===== config.mk =====
export PLATFORM = sky130hd
export DESIGN_NAME = temperature_raw_to_ascii_flat
export DESIGN_NICKNAME = d
export VERILOG_FILES = /design/src/rtl/core/trta_pkg.sv /design/src/rtl/core/trta_if.sv /design/src/rtl/core/trta_front.sv /design/src/rtl/core/trta_queue.sv /design/src/rtl/core/trta_back.sv /design/src/rtl/core/temperature_raw_to_ascii.sv /design/src/flat_wrapper.sv
export SDC_FILE = /design/constraint.sdc
export NUM_CORES = 1
export LEC_CHECK = 0
export ABC_AREA = 1
export BUFFER_PORTS_ARGS = -buffer_cell sky130_fd_sc_hd__buf_2
export CORE_UTILIZATION = 55
export CTS_CLUSTER_SIZE = 40
export DETAILED_ROUTE_END_ITERATION = 16
export PLACE_DENSITY = 0.74
export REMOVE_ABC_BUFFERS = 1
export SETUP_SLACK_MARGIN = 0.2
export SYNTH_ARGS = -nofsm -noshare
export SYNTH_HDL_FRONTEND = slang
export SYNTH_HIERARCHICAL = 1
export SYNTH_SLANG_ARGS = --single-unit

===== constraint.sdc =====
create_clock -name i_clk -period 5.8 [get_ports i_clk]
set_input_delay 0.29 -clock i_clk [delete_from_list [all_inputs] [get_ports i_clk]]
set_output_delay 0.29 -clock i_clk [all_outputs]
set_load 0.02 [all_outputs]

===== src/rtl/core/trta_pkg.sv =====
`default_nettype none

package trta_pkg;

    // formatted reading as it travels from the front to the character emitter
    typedef struct packed {
        logic       neg;
        logic [3:0] int_hund;
        logic [3:0] int_tens;
        logic [3:0] int_unit;
        logic [3:0] frac_tens;
        logic [3:0] frac_unit;
    } t_digits;

    typedef struct packed {
        logic full;
        logic empty;
    } t_q_stat;

    localparam int RawW   = 12;
    localparam int MagW   = 12;
    localparam int HundW  = 14;   // hundredths of a degree, at most 12800
    localparam int QuotW  = 8;    // whole degrees, at most 128
    localparam int CharW  = 7;
    localparam int PosW   = 3;

    // floor(h / 100) == (h * 5243) >> 19 for every h below 2**14
    localparam logic [12:0] Recip100      = 13'd5243;
    localparam int          Recip100Shift = 19;
    // floor(v / 10) == (v * 205) >> 11 for every v below 128
    localparam logic [7:0]  Recip10       = 8'd205;
    localparam int          Recip10Shift  = 11;

    localparam logic [CharW-1:0] CHAR_PLUS  = 7'h2B;
    localparam logic [CharW-1:0] CHAR_MINUS = 7'h2D;
    localparam logic [CharW-1:0] CHAR_DOT   = 7'h2E;
    localparam logic [CharW-1:0] CHAR_ZERO  = 7'h30;
    localparam logic [CharW-1:0] CHAR_C     = 7'h43;

    localparam logic [PosW-1:0] POS_SIGN      = 3'd0;
    localparam logic [PosW-1:0] POS_INT_HUND  = 3'd1;
    localparam logic [PosW-1:0] POS_INT_TENS  = 3'd2;
    localparam logic [PosW-1:0] POS_INT_UNIT  = 3'd3;
    localparam logic [PosW-1:0] POS_DOT       = 3'd4;
    localparam logic [PosW-1:0] POS_FRAC_TENS = 3'd5;
    localparam logic [PosW-1:0] POS_FRAC_UNIT = 3'd6;
    localparam logic [PosW-1:0] POS_UNIT_C    = 3'd7;

    // splits a value below 100 into its tens and units digits
    function automatic logic [7:0] split_tens(input logic [6:0] v);
        logic [14:0] prod;
        logic [3:0]  tens;
        logic [6:0]  rest;
        prod = {8'd0, v} * {7'd0, Recip10};
        tens = prod[14:Recip10Shift];
        rest = v - ({3'd0, tens} << 3) - ({3'd0, tens} << 1);
        return {tens, rest[3:0]};
    endfunction

    function automatic logic [CharW-1:0] digit_char(input logic [3:0] d);
        return CHAR_ZERO + {3'd0, d};
    endfunction

endpackage

`default_nettype wire


===== src/rtl/core/trta_if.sv =====
`default_nettype none

interface trta_in_if;
    logic              valid;
    logic              ready;
    logic signed [11:0] raw_reading;

    modport source (output valid, output raw_reading, input ready);
    modport sink   (input valid, input raw_reading, output ready);
endinterface

interface trta_out_if;
    logic       valid;
    logic       ready;
    logic [6:0] ascii_char;
    logic       last_char;

    modport source (output valid, output ascii_char, output last_char, input ready);
    modport sink   (input valid, input ascii_char, input last_char, output ready);
endinterface

`default_nettype wire


===== src/rtl/core/trta_front.sv =====
`default_nettype none

module trta_front (
    input  wire logic              i_clk,
    input  wire logic              i_rst_n,
    trta_in_if.sink                i_in,
    output trta_pkg::t_digits      o_rec,
    output logic                   o_rec_valid,
    input  wire logic              i_rec_ready
);
    import trta_pkg::*;

    logic                r_v1;
    logic                r_neg1;
    logic [HundW-1:0]    r_hund1;
    logic                r_v2;
    logic                r_neg2;
    logic [HundW-1:0]    r_hund2;
    logic [QuotW-1:0]    r_quot2;
    logic                r_v3;
    t_digits             r_rec3;

    logic                adv1, adv2, adv3;
    logic [RawW-1:0]     raw_bits;
    logic [MagW-1:0]     mag;
    logic [15:0]         scaled;
    logic [26:0]         quot_prod;
    logic [HundW-1:0]    frac_wide;
    logic [6:0]          int_rest;
    logic [7:0]          int_split;
    logic [7:0]          frac_split;
    logic                int_big;
    t_digits             n_rec;

    assign adv3 = !r_v3 || i_rec_ready;
    assign adv2 = !r_v2 || adv3;
    assign adv1 = !r_v1 || adv2;
    assign i_in.ready = adv1;

    // magnitude: plain 12-bit negation, -2048 lands on 2048
    assign raw_bits = i_in.raw_reading;
    assign mag      = raw_bits[RawW-1] ? (~raw_bits + 1'b1) : raw_bits;
    // (25*m + 2) >> 2
    assign scaled   = ({4'd0, mag} << 4) + ({4'd0, mag} << 3) + {4'd0, mag} + 16'd2;

    assign quot_prod = {13'd0, r_hund1} * {14'd0, Recip100};

    always_comb begin
        int_big    = r_quot2 >= 8'd100;
        int_rest   = int_big ? (r_quot2[6:0] - 7'd100) : r_quot2[6:0];
        frac_wide  = r_hund2 - ({6'd0, r_quot2} << 6) - ({6'd0, r_quot2} << 5)
                   - ({6'd0, r_quot2} << 2);
        int_split  = split_tens(int_rest);
        frac_split = split_tens(frac_wide[6:0]);
        n_rec.neg       = r_neg2;
        n_rec.int_hund  = {3'd0, int_big};
        n_rec.int_tens  = int_split[7:4];
        n_rec.int_unit  = int_split[3:0];
        n_rec.frac_tens = frac_split[7:4];
        n_rec.frac_unit = frac_split[3:0];
    end

    always_ff @(posedge i_clk) begin
        if (!i_rst_n) begin
            r_v1 <= 1'b0;
            r_v2 <= 1'b0;
            r_v3 <= 1'b0;
        end else begin
            if (adv1) begin
                r_v1 <= i_in.valid;
            end
            if (adv2) begin
                r_v2 <= r_v1;
            end
            if (adv3) begin
                r_v3 <= r_v2;
            end
        end
    end

    always_ff @(posedge i_clk) begin
        if (adv1) begin
            r_neg1  <= raw_bits[RawW-1];
            r_hund1 <= scaled[15:2];
        end
        if (adv2) begin
            r_neg2  <= r_neg1;
            r_hund2 <= r_hund1;
            r_quot2 <= quot_prod[Recip100Shift+QuotW-1:Recip100Shift];
        end
        if (adv3) begin
            r_rec3 <= n_rec;
        end
    end

    assign o_rec       = r_rec3;
    assign o_rec_valid = r_v3;

endmodule

`default_nettype wire


===== src/rtl/core/trta_queue.sv =====
`default_nettype none

module trta_queue #(
    parameter int DEPTH = 2
) (
    input  wire logic              i_clk,
    input  wire logic              i_rst_n,
    input  wire trta_pkg::t_digits i_push_rec,
    input  wire logic              i_push_valid,
    output trta_pkg::t_digits      o_pop_rec,
    input  wire logic              i_pop_ready,
    output trta_pkg::t_q_stat      o_stat
);
    import trta_pkg::*;

    localparam int AW = $clog2(DEPTH);
    localparam int CW = $clog2(DEPTH + 1);
    localparam logic [AW-1:0] LastIdx = AW'(DEPTH - 1);

    t_digits         r_mem [DEPTH];
    logic [AW-1:0]   r_wr;
    logic [AW-1:0]   r_rd;
    logic [CW-1:0]   r_count;
    logic            push, pop;

    assign o_stat.full  = r_count == CW'(DEPTH);
    assign o_stat.empty = r_count == '0;
    assign push = i_push_valid && !o_stat.full;
    assign pop  = i_pop_ready && !o_stat.empty;
    assign o_pop_rec = r_mem[r_rd];

    always_ff @(posedge i_clk) begin
        if (!i_rst_n) begin
            r_wr    <= '0;
            r_rd    <= '0;
            r_count <= '0;
        end else begin
            if (push) begin
                r_wr <= (r_wr == LastIdx) ? '0 : r_wr + 1'b1;
            end
            if (pop) begin
                r_rd <= (r_rd == LastIdx) ? '0 : r_rd + 1'b1;
            end
            if (push && !pop) begin
                r_count <= r_count + 1'b1;
            end else if (pop && !push) begin
                r_count <= r_count - 1'b1;
            end
        end
    end

    always_ff @(posedge i_clk) begin
        if (push) begin
            r_mem[r_wr] <= i_push_rec;
        end
    end

endmodule

`default_nettype wire


===== src/rtl/core/trta_back.sv =====
`default_nettype none

module trta_back (
    input  wire logic              i_clk,
    input  wire logic              i_rst_n,
    input  wire trta_pkg::t_digits i_rec,
    input  wire logic              i_rec_valid,
    output logic                   o_rec_ready,
    trta_out_if.source             o_out
);
    import trta_pkg::*;

    t_digits            r_rec;
    logic               r_busy;
    logic [PosW-1:0]    r_pos;
    logic               r_out_valid;
    logic [CharW-1:0]   r_char;
    logic               r_last;

    logic               adv, fin, load;
    logic [CharW-1:0]   n_char;

    assign adv  = !r_out_valid || o_out.ready;
    assign fin  = r_busy && adv && (r_pos == POS_UNIT_C);
    // next reading loads while the 'C' beat goes out, so runs abut
    assign o_rec_ready = !r_busy || fin;
    assign load = o_rec_ready && i_rec_valid;

    always_comb begin
        unique case (r_pos)
            POS_SIGN:      n_char = r_rec.neg ? CHAR_MINUS : CHAR_PLUS;
            POS_INT_HUND:  n_char = digit_char(r_rec.int_hund);
            POS_INT_TENS:  n_char = digit_char(r_rec.int_tens);
            POS_INT_UNIT:  n_char = digit_char(r_rec.int_unit);
            POS_DOT:       n_char = CHAR_DOT;
            POS_FRAC_TENS: n_char = digit_char(r_rec.frac_tens);
            POS_FRAC_UNIT: n_char = digit_char(r_rec.frac_unit);
            POS_UNIT_C:    n_char = CHAR_C;
            default:       n_char = CHAR_C;
        endcase
    end

    always_ff @(posedge i_clk) begin
        if (!i_rst_n) begin
            r_busy      <= 1'b0;
            r_pos       <= POS_SIGN;
            r_out_valid <= 1'b0;
        end else begin
            if (load) begin
                r_busy <= 1'b1;
                r_pos  <= POS_SIGN;
            end else begin
                if (fin) begin
                    r_busy <= 1'b0;
                end
                if (adv && r_busy) begin
                    r_pos <= r_pos + 1'b1;
                end
            end
            if (adv) begin
                r_out_valid <= r_busy;
            end
        end
    end

    always_ff @(posedge i_clk) begin
        if (load) begin
            r_rec <= i_rec;
        end
        if (adv) begin
            r_char <= n_char;
            r_last <= r_pos == POS_UNIT_C;
        end
    end

    assign o_out.valid      = r_out_valid;
    assign o_out.ascii_char = r_char;
    assign o_out.last_char  = r_last;

endmodule

`default_nettype wire


===== src/rtl/core/temperature_raw_to_ascii.sv =====
`default_nettype none

// Formats a signed 12-bit reading in 1/16 degree as the eight-beat ASCII run
// sign, three integer digits, '.', two fraction digits, 'C' (e.g. "+025.50C"),
// rounded half away from zero to hundredths; last_char marks the 'C' beat.
// The output sends one character per cycle while ready is high, so a steady
// stream of readings is paced by the one-character output port. Readings
// pass a 3-stage front pipeline (scale, divide by 100, split into digits)
// and then a queue of QUEUE_DEPTH formatted readings, so up to about
// QUEUE_DEPTH + 4 readings are taken back to back before the input stalls.
// When idle, a reading's first character passes the front stages, the queue,
// and the back record and character registers. QUEUE_DEPTH must be at least 2.
module temperature_raw_to_ascii #(
    parameter int QUEUE_DEPTH = 2
) (
    input  wire logic   i_clk,
    input  wire logic   i_rst_n,
    trta_in_if.sink     i_in,
    trta_out_if.source  o_out
);
    import trta_pkg::*;

    t_digits  front_rec;
    logic     front_valid;
    t_digits  queue_rec;
    t_q_stat  queue_stat;
    logic     back_ready;

    trta_front u_front (
        .i_clk       (i_clk),
        .i_rst_n     (i_rst_n),
        .i_in        (i_in),
        .o_rec       (front_rec),
        .o_rec_valid (front_valid),
        .i_rec_ready (!queue_stat.full)
    );

    trta_queue #(
        .DEPTH (QUEUE_DEPTH)
    ) u_queue (
        .i_clk        (i_clk),
        .i_rst_n      (i_rst_n),
        .i_push_rec   (front_rec),
        .i_push_valid (front_valid),
        .o_pop_rec    (queue_rec),
        .i_pop_ready  (back_ready),
        .o_stat       (queue_stat)
    );

    trta_back u_back (
        .i_clk       (i_clk),
        .i_rst_n     (i_rst_n),
        .i_rec       (queue_rec),
        .i_rec_valid (!queue_stat.empty),
        .o_rec_ready (back_ready),
        .o_out       (o_out)
    );

`ifndef SYNTH
    a_last_is_c: assert property (@(posedge i_clk) disable iff (!i_rst_n)
        (o_out.valid && o_out.last_char) |-> (o_out.ascii_char == CHAR_C))
        else $error("last beat is not 'C'");

    a_c_is_last: assert property (@(posedge i_clk) disable iff (!i_rst_n)
        (o_out.valid && o_out.ascii_char == CHAR_C) |-> o_out.last_char)
        else $error("'C' beat without last flag");

    a_reset_quiet: assert property (@(posedge i_clk)
        !i_rst_n |=> !o_out.valid)
        else $error("output valid right after reset");
`endif

endmodule

`default_nettype wire

===== src/flat_wrapper.sv =====
// flat-port wrapper written by rule: the top's interface ports become plain ports
module temperature_raw_to_ascii_flat import trta_pkg::*;
#(
    parameter int QUEUE_DEPTH = 2
)
  (i_clk, i_rst_n, i_in_valid, i_in_raw_reading, i_in_ready, o_out_valid, o_out_ascii_char, o_out_last_char, o_out_ready);
  trta_in_if i_in_i ();
  trta_out_if o_out_i ();
  input  wire logic i_clk;
  input  wire logic i_rst_n;
  input wire logic [$bits(i_in_i.valid)-1:0] i_in_valid;
  input wire logic [$bits(i_in_i.raw_reading)-1:0] i_in_raw_reading;
  output wire logic [$bits(i_in_i.ready)-1:0] i_in_ready;
  output wire logic [$bits(o_out_i.valid)-1:0] o_out_valid;
  output wire logic [$bits(o_out_i.ascii_char)-1:0] o_out_ascii_char;
  output wire logic [$bits(o_out_i.last_char)-1:0] o_out_last_char;
  input wire logic [$bits(o_out_i.ready)-1:0] o_out_ready;
  assign i_in_i.valid = i_in_valid;
  assign i_in_i.raw_reading = i_in_raw_reading;
  assign i_in_ready = i_in_i.ready;
  assign o_out_valid = o_out_i.valid;
  assign o_out_ascii_char = o_out_i.ascii_char;
  assign o_out_last_char = o_out_i.last_char;
  assign o_out_i.ready = o_out_ready;
  temperature_raw_to_ascii #(.QUEUE_DEPTH(QUEUE_DEPTH)) u_core (.i_clk(i_clk), .i_rst_n(i_rst_n), .i_in(i_in_i), .o_out(o_out_i));
endmodule

==> metrics.md <==
| Metric | Value |
|---|---|
| Headroom to the max-slew limit | `0.330` |
| Total number of vias | `7,687` |
| Worst Path Buf+Inv | `5` |
| Result of the run | `complete, no violations` |
| Filler Cells Inserted | `1,626` |
| Crit path launch type | `flip-flop` |
| Top delay family on crit path | `adder cells` |
| Max Buffers Root-to-Sink | `2` |
| Storage cell area | `3860 sq um` |
| Total met3 wirelength after detailed routing | `539 um` |
| Main combinational cell family by area after synthesis | `adder cells` |
| Number of antenna violations at the first check in global routing | `0` |
| Clock network latency to the later pin of the worst-skew pair | `410 ps` |
| Slowest stage cell on the critical path | `sky130_fd_sc_hd__edfxtp_1` |
| Residual antenna-violating net count after detailed routing | `0` |
| Flip-flop and latch count after synthesis | `133` |
| CTS Hold Buffers Added | `0` |
| Die width | `149 um` |
| Combined area of the multi-input logic cells | `7050 sq um` |
| Floorplan die height | `149 um` |
| Router iterations before antenna repair | `5` |
| Class of the most critical hold timing path | `input port to flip-flop` |
| GP Congestion | `0.859` |
| Post-Synthesis Cell Area | `11,800 sq um` |
| Final Core Density | `0.625` |
| Simple-gate share of the synthesized area | `0.0982` |
| Hold violation count in the final report | `0` |
| GRT Util Overall | `0.208` |
| Setup Viol. Count Final | `0` |
| TritonCTS clock tree | `built` |
| Number of placement rows | `53` |
| Number of vias per cell | `5.12` |
| Max Clock Skew | `10.8 ps` |
| Share of the clock period used by the worst path | `0.962` |
| Core Footprint | `21,000 sq um` |
| Delay of the slowest cell on the worst path | `520 ps` |
| Deepest level of the CTS H-tree | `4` |
| Synth Instances | `1,160` |
| Ratio of cells with drive above 1 in the final layout | `0.131` |
| Data arrival time of the worst path | `5750 ps` |
| Synth cell types | `43` |
| Fraction of the mapped netlist area in adder cells | `0.371` |
| Share of synthesized area occupied by flip-flops and latches | `0.327` |
| Setup repair after global routing missed its margin | `yes` |
| Highest routed layer | `met4` |
| Kind of critical path | `flip-flop to flip-flop` |
| Post-DP HPWL | `16.5 mm` |
| Synth-to-Final Area Change | `11.3%` |
| Count of buffers from port buffering | `25` |
| Post-synthesis share of cell area spent on xor and xnor gates | `0.0392` |
| Sum of routed wire length over all layers | `21.6 mm` |
| Number of top-level pins | `26` |
| Die footprint | `22,100 sq um` |
| Maximum fanout encountered on the critical timing path | `4` |
| Congestion Overflow GR | `0` |
| Iter 0 DRT Violations | `333` |
| Final count of pins violating max slew | `0` |
| Net count reported at finish | `1,526` |
| # DRC | `0` |
| Compound-Gate Fraction of Synth Area | `0.0502` |
| Actual transition at the worst max-transition pin | `1000 ps` |
| Final sum of negative setup slack | `0 ps` |
| Sinks on the clock net | `133` |
| Initial Utilization | `0.562` |
| Post-route minimum period | `5580 ps` |
| Fraction of synthesized area in multiplexers | `0.0200` |
| Wire per inst | `14.4 um` |
| Cell at the root of the clock tree | `sky130_fd_sc_hd__clkbuf_16` |
| CP required | `5970 ps` |
| Via count of the first global-routing pass | `7,939` |
| Kind of end point of the critical path | `flip-flop` |
| Number of max-capacitance violations reported | `0` |
| Placed cell area | `12,300 sq um` |
| Average cell area after synthesis | `10.2 sq um` |
| Cell type with the highest occurrence count on the critical path | `sky130_fd_sc_hd__nand2_1` |
| Wire length of the first global-routing pass | `36.2 mm` |
| Met1 routed wirelength after detailed routing | `9.72 mm` |
| Number of warning messages in the yosys log | `6` |
| Maximum number of pins on one net before global-route repair | `22` |
| CTS buffer count | `17` |
| Met2 wire length | `11.0 mm` |
| Highest Clock Rate | `179 MHz` |
| Post-route design area | `13,100 sq um` |
| Clock transition at the registers of the reported paths | `60 ps` |
==> worst paths after layout <==
kind / start / to / slack [ps] / depth (start not counted)
worst min-delay path: i_in_valid / u_core/u_front/r_v1$_SDFFE_PN0P_ / 110 / 3
worst max register to register: u_core/u_front/r_quot2[0]$_DFFE_PP_ / u_core/u_front/o_rec[3]$_DFFE_PP_ / 220 / 30
worst max-delay path: u_core/u_front/r_quot2[0]$_DFFE_PP_ / u_core/u_front/o_rec[3]$_DFFE_PP_ / 220 / 30
worst min register to register: u_core/u_front/r_neg1$_DFFE_PP_ / u_core/u_front/r_neg2$_DFFE_PP_ / 420 / 0
==> cells in the mapped netlist, drive strengths merged <==
library cell	n	area (sq um)
a21oi	52	264
a211oi	2	15.0
mux2	21	236
a41oi	1	8.76
nand4	4	25.0
o2111ai	3	26.3
clkbuf	2	7.51
conb	1	3.75
o21ai	34	181
a31o	1	8.76
buf	6	52.6
ha	209	2620
nor3	6	30.0
o21a	4	30.0
dfxtp	13	260
nand2	152	631
o21bai	2	15.0
nand3	30	160
a31oi	2	12.5
or2	3	18.8
fa	88	1760
a221oi	1	8.76
edfxtp	120	3600
nor2	62	248
nand3b	3	22.5
inv	279	1050
xnor2	15	131
o31ai	1	7.51
nor4	4	25.0
a21o	1	7.51
xor2	37	332
o211ai	1	7.51
==> metal layers <==
| layer | vias to the layer above | global-route usage |
|---|---|---|
| met4 | 0 | 0.0639 |
| met1 | 3689 | 0.260 |
| met5 | - | 0 |
| met3 | 27 | 0.0291 |
| li1 | 3853 | - |
| met2 | 118 | 0.372 |
==> through the flow <==
stage               std cells  hold WS (ps)  setup WS (ps)
finish                   1502           110            221
global route             1501           102          -63.9
global placement         1458           402            311
detailed placement       1458           406            183
floorplan                1154           389            398
CTS                      1490          92.0            223
==> registers in the layout, summed over array words and instances (netlist names), 2 cells and up, named ones only <==
signal and cells:
u_core/u_front/o_rec 18, u_core/u_back/r_pos 3, u_core/u_back/r_rec 21, u_core/u_front/r_hund1 14
u_core/u_front/r_quot2 8, u_core/u_back/o_out.ascii_char 7, u_core/u_queue/r_mem 42, u_core/u_queue/r_count 2
u_core/u_front/r_hund2 7
==> final cells by class <==
| class | count | share of cell area |
|---|---|---|
| Multi-Input combinational cell | 742 | 0.536 |
| Sequential cell | 133 | 0.294 |
| Inverter | 279 | 0.0803 |
| Clock buffer | 20 | 0.0372 |
| Tap cell | 275 | 0.0262 |
| Timing Repair Buffer | 40 | 0.0184 |
| Clock inverter | 12 | 0.00752 |
| Antenna cell | 1 | 0.000190 |
==> tightest hold or removal path, cell delays in order <==
cell and delay (ps):
sky130_fd_sc_hd__buf_2 90, sky130_fd_sc_hd__inv_1 40, sky130_fd_sc_hd__a21oi_1 50
==> cells by family after synthesis <==
group / after synthesis
fa+ha+maj: 297
mux: 21
flops: 133
other cells: 1
buf+inv: 287
xor+xnor: 52
simple gates: 264
compound gates: 105
==> layout by cell type (no fill, tap or decap), types with 6 or more instances in the layout <==
master / instances
sky130_fd_sc_hd__a21oi_1: 47
sky130_fd_sc_hd__buf_2: 25
sky130_fd_sc_hd__buf_4: 14
sky130_fd_sc_hd__clkbuf_16: 19
sky130_fd_sc_hd__dfxtp_1: 13
sky130_fd_sc_hd__edfxtp_1: 120
sky130_fd_sc_hd__fa_1: 86
sky130_fd_sc_hd__ha_1: 198
sky130_fd_sc_hd__ha_4: 9
sky130_fd_sc_hd__inv_1: 269
sky130_fd_sc_hd__inv_2: 8
sky130_fd_sc_hd__inv_6: 7
sky130_fd_sc_hd__mux2_2: 21
sky130_fd_sc_hd__nand2_1: 132
sky130_fd_sc_hd__nand2_2: 16
sky130_fd_sc_hd__nand3_1: 28
sky130_fd_sc_hd__nor2_1: 57
sky130_fd_sc_hd__nor3_1: 6
sky130_fd_sc_hd__o21ai_0: 29
sky130_fd_sc_hd__xnor2_1: 12
sky130_fd_sc_hd__xor2_1: 34
==> repair_timing <==
| action | 4_1_cts | 5_1_grt |
|---|---|---|
| setup endpoints to repair | 1 | 2 |
| gates resized for setup | 3 | 36 |
| setup buffers | 0 | 11 |
| pin swaps | 0 | 26 |
Power is left out: the tool's default activity adds up to more than one toggle a clock period on the data nets, which glitch-free logic cannot reach.
